<file path="src/bic_pkg.sv">
`default_nettype none

package bic_pkg;

  // field widths
  localparam int CFG_W       = 9;
  localparam int CHAN_W      = 8;
  localparam int COLOR_W     = 6;
  localparam int COUNT_W     = 17;
  localparam int BIN_W       = 7;
  localparam int NUM_COLORS  = 64;
  localparam int CFG_INDEX_W = 1;

  localparam logic [COUNT_W-1:0] COUNT_MAX  = {COUNT_W{1'b1}};
  localparam logic [CFG_W-1:0]   SIZE_RESET = 9'd256;

  // request codes
  typedef enum logic [1:0] {
    REQ_PIXEL = 2'd0,
    REQ_READ  = 2'd1,
    REQ_START = 2'd2
  } req_t;

  // configuration register indexes
  typedef enum logic [CFG_INDEX_W-1:0] {
    REG_FRAME_WIDTH  = 1'b0,
    REG_FRAME_HEIGHT = 1'b1
  } cfg_reg_t;

  // controller to datapath
  typedef struct packed {
    logic take_pix;
    logic take_read;
    logic clear_hist;
    logic classify;
    logic write_hist;
    logic load_b;
    logic load_out;
  } cmd_t;

  // datapath to controller
  typedef struct packed {
    logic frame_complete;
    logic row_nonzero;
    logic last_row;
    logic need_b;
    logic out_busy;
  } sts_t;

endpackage

`default_nettype wire

</file>
<file path="src/bic_ctrl.sv">
`default_nettype none

module bic_ctrl import bic_pkg::*; (
  input  wire logic       clk,
  input  wire logic       rst,
  input  wire logic       req_valid,
  input  wire logic [1:0] req_type,
  output logic            req_stall,
  input  wire sts_t       sts,
  output cmd_t            cmd
);

  typedef enum logic [7:0] {
    ST_IDLE     = 8'b0000_0001,
    ST_CLASSIFY = 8'b0000_0010,
    ST_HREAD_A  = 8'b0000_0100,
    ST_HWRITE_A = 8'b0000_1000,
    ST_HREAD_B  = 8'b0001_0000,
    ST_HWRITE_B = 8'b0010_0000,
    ST_RD_WAIT  = 8'b0100_0000,
    ST_RD_DONE  = 8'b1000_0000
  } state_t;

  state_t state;
  state_t state_next;
  logic   accept;

  // new transactions only between items
  assign req_stall = (state != ST_IDLE);
  assign accept    = req_valid && !req_stall;

  // next state and commands
  always_comb begin
    state_next = state;
    cmd        = '0;
    case (state)
      ST_IDLE: begin
        if (accept) begin
          case (req_type)
            REQ_PIXEL: begin
              if (!sts.frame_complete) begin
                cmd.take_pix = 1'b1;
                state_next   = ST_CLASSIFY;
              end
            end
            REQ_READ: begin
              cmd.take_read = 1'b1;
              state_next    = ST_RD_WAIT;
            end
            REQ_START: begin
              cmd.clear_hist = 1'b1;
            end
            default: ;
          endcase
        end
      end
      ST_CLASSIFY: begin
        cmd.classify = 1'b1;
        if (sts.row_nonzero) begin
          state_next = ST_HREAD_A;
        end else if (sts.last_row) begin
          state_next = ST_HREAD_B;
        end else begin
          state_next = ST_IDLE;
        end
      end
      ST_HREAD_A: begin
        state_next = ST_HWRITE_A;
      end
      ST_HWRITE_A: begin
        cmd.write_hist = 1'b1;
        if (sts.need_b) begin
          cmd.load_b = 1'b1;
          state_next = ST_HREAD_B;
        end else begin
          state_next = ST_IDLE;
        end
      end
      ST_HREAD_B: begin
        state_next = ST_HWRITE_B;
      end
      ST_HWRITE_B: begin
        cmd.write_hist = 1'b1;
        state_next     = ST_IDLE;
      end
      ST_RD_WAIT: begin
        state_next = ST_RD_DONE;
      end
      ST_RD_DONE: begin
        if (!sts.out_busy) begin
          cmd.load_out = 1'b1;
          state_next   = ST_IDLE;
        end
      end
      default: begin
        state_next = ST_IDLE;
      end
    endcase
  end

  // state register
  always_ff @(posedge clk) begin
    if (rst) begin
      state <= ST_IDLE;
    end else begin
      state <= state_next;
    end
  end

endmodule

`default_nettype wire

</file>
<file path="config.mk">
export PLATFORM = sky130hd
export DESIGN_NAME = bic_ctrl
export DESIGN_NICKNAME = d
export VERILOG_FILES = /design/src/bic_pkg.sv /design/src/bic_ctrl.sv
export SDC_FILE = /design/constraint.sdc
export NUM_CORES = 1
export LEC_CHECK = 0
export CAP_MARGIN = 10
export CORE_AREA = 8 8 45 47
export DETAILED_ROUTE_END_ITERATION = 12
export DIE_AREA = 0 0 53 55
export DONT_BUFFER_PORTS = 1
export HOLD_SLACK_MARGIN = 0.06
export PLACE_DENSITY = 0.67
export SYNTH_ARGS = -nofsm -noshare
export SYNTH_HDL_FRONTEND = slang
export SYNTH_SLANG_ARGS = --single-unit
</file>
<file path="constraint.sdc">
create_clock -name clk -period 4.01 [get_ports clk]
set_input_delay 0.401 -clock clk [delete_from_list [all_inputs] [get_ports clk]]
set_output_delay 0.401 -clock clk [all_outputs]
set_load 0.005 [all_outputs]
</file>
==> out/qor.txt <==
Power density over the cells: 595.6 mW/mm²
Synth warn: 0
Gpl congestion: 0.8370
Largest registers: state: 8 flops
CTS root buf: clkbuf_4
Status: finished clean
Hold Slack: 0.2137 ns
FF+latch count, synth: 8
Synthesized instance count: 69
Max Slew Vio Count: 0
Inst Count DP: 82
Largest fanout on the critical path: 9
Post-synth top flop: dfxtp_1
Worst stage delay on the critical path: 0.48 ns
CTS tree: yes
Vias in the first global route: 521
DP HPWL: 991.8 µm
Reg2reg start: state[3]$_SDFFE_PP0P_
Syn Nets: 79
Syn_area_per_cell: 7.942 µm²
Worst slew pin tran: 0.6828 ns
Row cnt: 14
Final Non-Filler Cells: 85
Share of layout cells above drive strength 1: 0.1159
Cts bufs inserted: 3
Final worst path period share: 0.4998
H-tree depth: 1
Number of DRC markers in iteration 0: 18
Vias per inst: 5.882
Routed wire length: 1263 µm
Worst skew pair latency: 0.26 ns
Peak Freq: 499.0 MHz
# hold bufs at CTS: 0
Pre-antenna DRT Iters: 5
Minimum clock period: 2.004 ns
Post-synth top area cell: dfxtp_1
Core Region: 0.001384 mm²
Critical Path RT: 3.61 ns
Initial antenna violation count: 0
Max reg flops: 8
Maximum VDD drop: 330.5 µV
GRT Overall Usage: 0.1028
Vias: 500
Worst r2r dst: state[3]$_SDFFE_PP0P_
Diodes inserted: 0
Largest net degree at the start of global routing: 10
Total negative slack: 0 ns
Synthesized cell area: 548.0 µm²
I/O Buffers: 0
First-pass GRT wire length: 2221 µm
Max_cap viols: 0
Initial core utilization: 0.3960
Number of synthesized flops with an enable pin: 0
Register name with the most flops: state
Setup Viol. Count Final: 0
Hold crit path type: in2reg
Critical path launch point: state[0]$_SDFFE_PP1P_
Startpoint Class: flip-flop
R2R cell count: 5
Top-count cell post-synth: nor2_1
Post-synth cell types: 28
Top cells by count, synth: 9 x nor2_1, 8 x dfxtp_1
I/O pins: 18
Die H: 55 µm
Setup Skew: 0.006371 ns
Detail Route Antenna Nets: 0
CP max stage cell: dfxtp_1
Clock transition at path regs: 0.06 ns
Fin. Hold Viols: 0
Width of the die: 53 µm
Nets@finish: 81
CP Data Arrival Time: 1.60 ns
Postcts setup bufs: 0
Clock buffer depth: 2
Worst Setup End Kind: output port
CP Class: reg2out
RSZ-0062 raised after global routing: no
Post-synth top area share: 0.2922
Async SR Flop Fraction: 0
Internal reg-to-reg setup slack: 2.33 ns
Worst relative slew slack: 0.5438
Wire per inst: 14.86 µm
GRT overflow: 0
CP endpoint: cmd[4]
# resized after CTS: 0
Clock Sinks: 8
Die ar.: 0.002915 mm²
Synth top area cells: dfxtp_1 29%, nor2_1 6.2%, nor3b_1 5.5%
DR DRC count: 0
Pleak: 0.2181 nW
Critical path cell sequence: nor4b_1 > nand4_1 > nor3b_1
Seq/Total Area, Yosys: 0.2922
Area Growth Syn to Fin: 5.023%
per-layer routing:
metal,share of wire,global-route usage,vias up,wire length [µm]
met4,0.038,0.09052,0,48
met2,0.48,0.1699,25,600
met5,0,0,-,0
met1,0.41,0.1035,221,514
met3,0.078,0.03209,4,98
li1,-,-,250,-
per-stage QoR:
| step | worst slack (ns) | power (mW) | cell area (µm²) | util |
|---|---|---|---|---|
| detailed placement | 2.290 | 0.2791 | 553.0 | 0.3996 |
| global route | 1.824 | 0.3762 | 575.6 | 0.4159 |
| CTS | 2.000 | 0.3430 | 575.6 | 0.4159 |
| global placement | 2.329 | 0.2786 | 553.0 | 0.3996 |
| finish | 2.006 | 0.3428 | 575.6 | 0.4159 |
| floorplan | 2.419 | 0.2565 | 548.0 | - |
cell type report:
cell class / instances / area [µm²]
clock buffer: 3 / 22.52
fill: 143 / 808.3
inverter: 4 / 15.01
multi-input combinational: 54 / 357.8
sequential: 8 / 160.2
tap: 16 / 20.02
power by group:
group / internal [mW] / total (mW) / switching (mW)
Clock: 0.0344 / 0.0633 / 0.0289
Combinational: 0.0728 / 0.159 / 0.0865
Sequential: 0.0932 / 0.120 / 0.0270
Total: 0.200 / 0.343 / 0.142
layout by cell type, fill, tap and decap left out:
cell and instances:
nor4_1 3, nor3b_1 4, nand2_1 3, nand3_1 2, nor2_1 9, a31oi_1 2
or4b_4 1, and3b_1 1, nand2b_1 1, nand3b_1 1, inv_1 4, a221oi_2 1
xor2_1 2, o41ai_2 1, and4b_1 1, nor2_4 2, and2_1 2, clkbuf_4 3
o21ai_0 4, xnor2_1 1, nor3_1 4, or2_0 1, o22a_1 1, nor4b_1 2
dfxtp_1 8, o21ai_1 1, nor2b_1 2, nand4_1 2
worst max-delay path, delay by kind of cell (launching register included):
| kind | cells | cell delay, ns |
|---|---|---|
| AND/OR/NAND/NOR | 3 | 0.87 |
| flip-flops | 1 | 0.48 |
cells by family (layout without fill, tap and decap cells):
group,count (synthesis),in the layout,share of synthesized area
AND/OR/NAND/NOR,41,41,0.4635
AO/OA/AOI/OAI,10,10,0.1415
flip-flops,8,8,0.2922
buffers and inverters,7,7,0.05478
XOR/XNOR,3,3,0.04795
worst min path at each step:
stage | depth (start not counted) | slack (ns) | start | to
after global placement | 1 | 0.48 | rst | state[7]$_SDFFE_PP0P_
after detailed placement | 1 | 0.48 | rst | state[7]$_SDFFE_PP0P_
after floorplan | 2 | 0.48 | state[2]$_SDFFE_PP0P_ | state[3]$_SDFFE_PP0P_
after global routing | 1 | 0.21 | rst | state[7]$_SDFFE_PP0P_
final | 1 | 0.21 | rst | state[7]$_SDFFE_PP0P_
after CTS | 1 | 0.21 | rst | state[7]$_SDFFE_PP0P_
No activity file was read; power rests on OpenSTA's default activity.
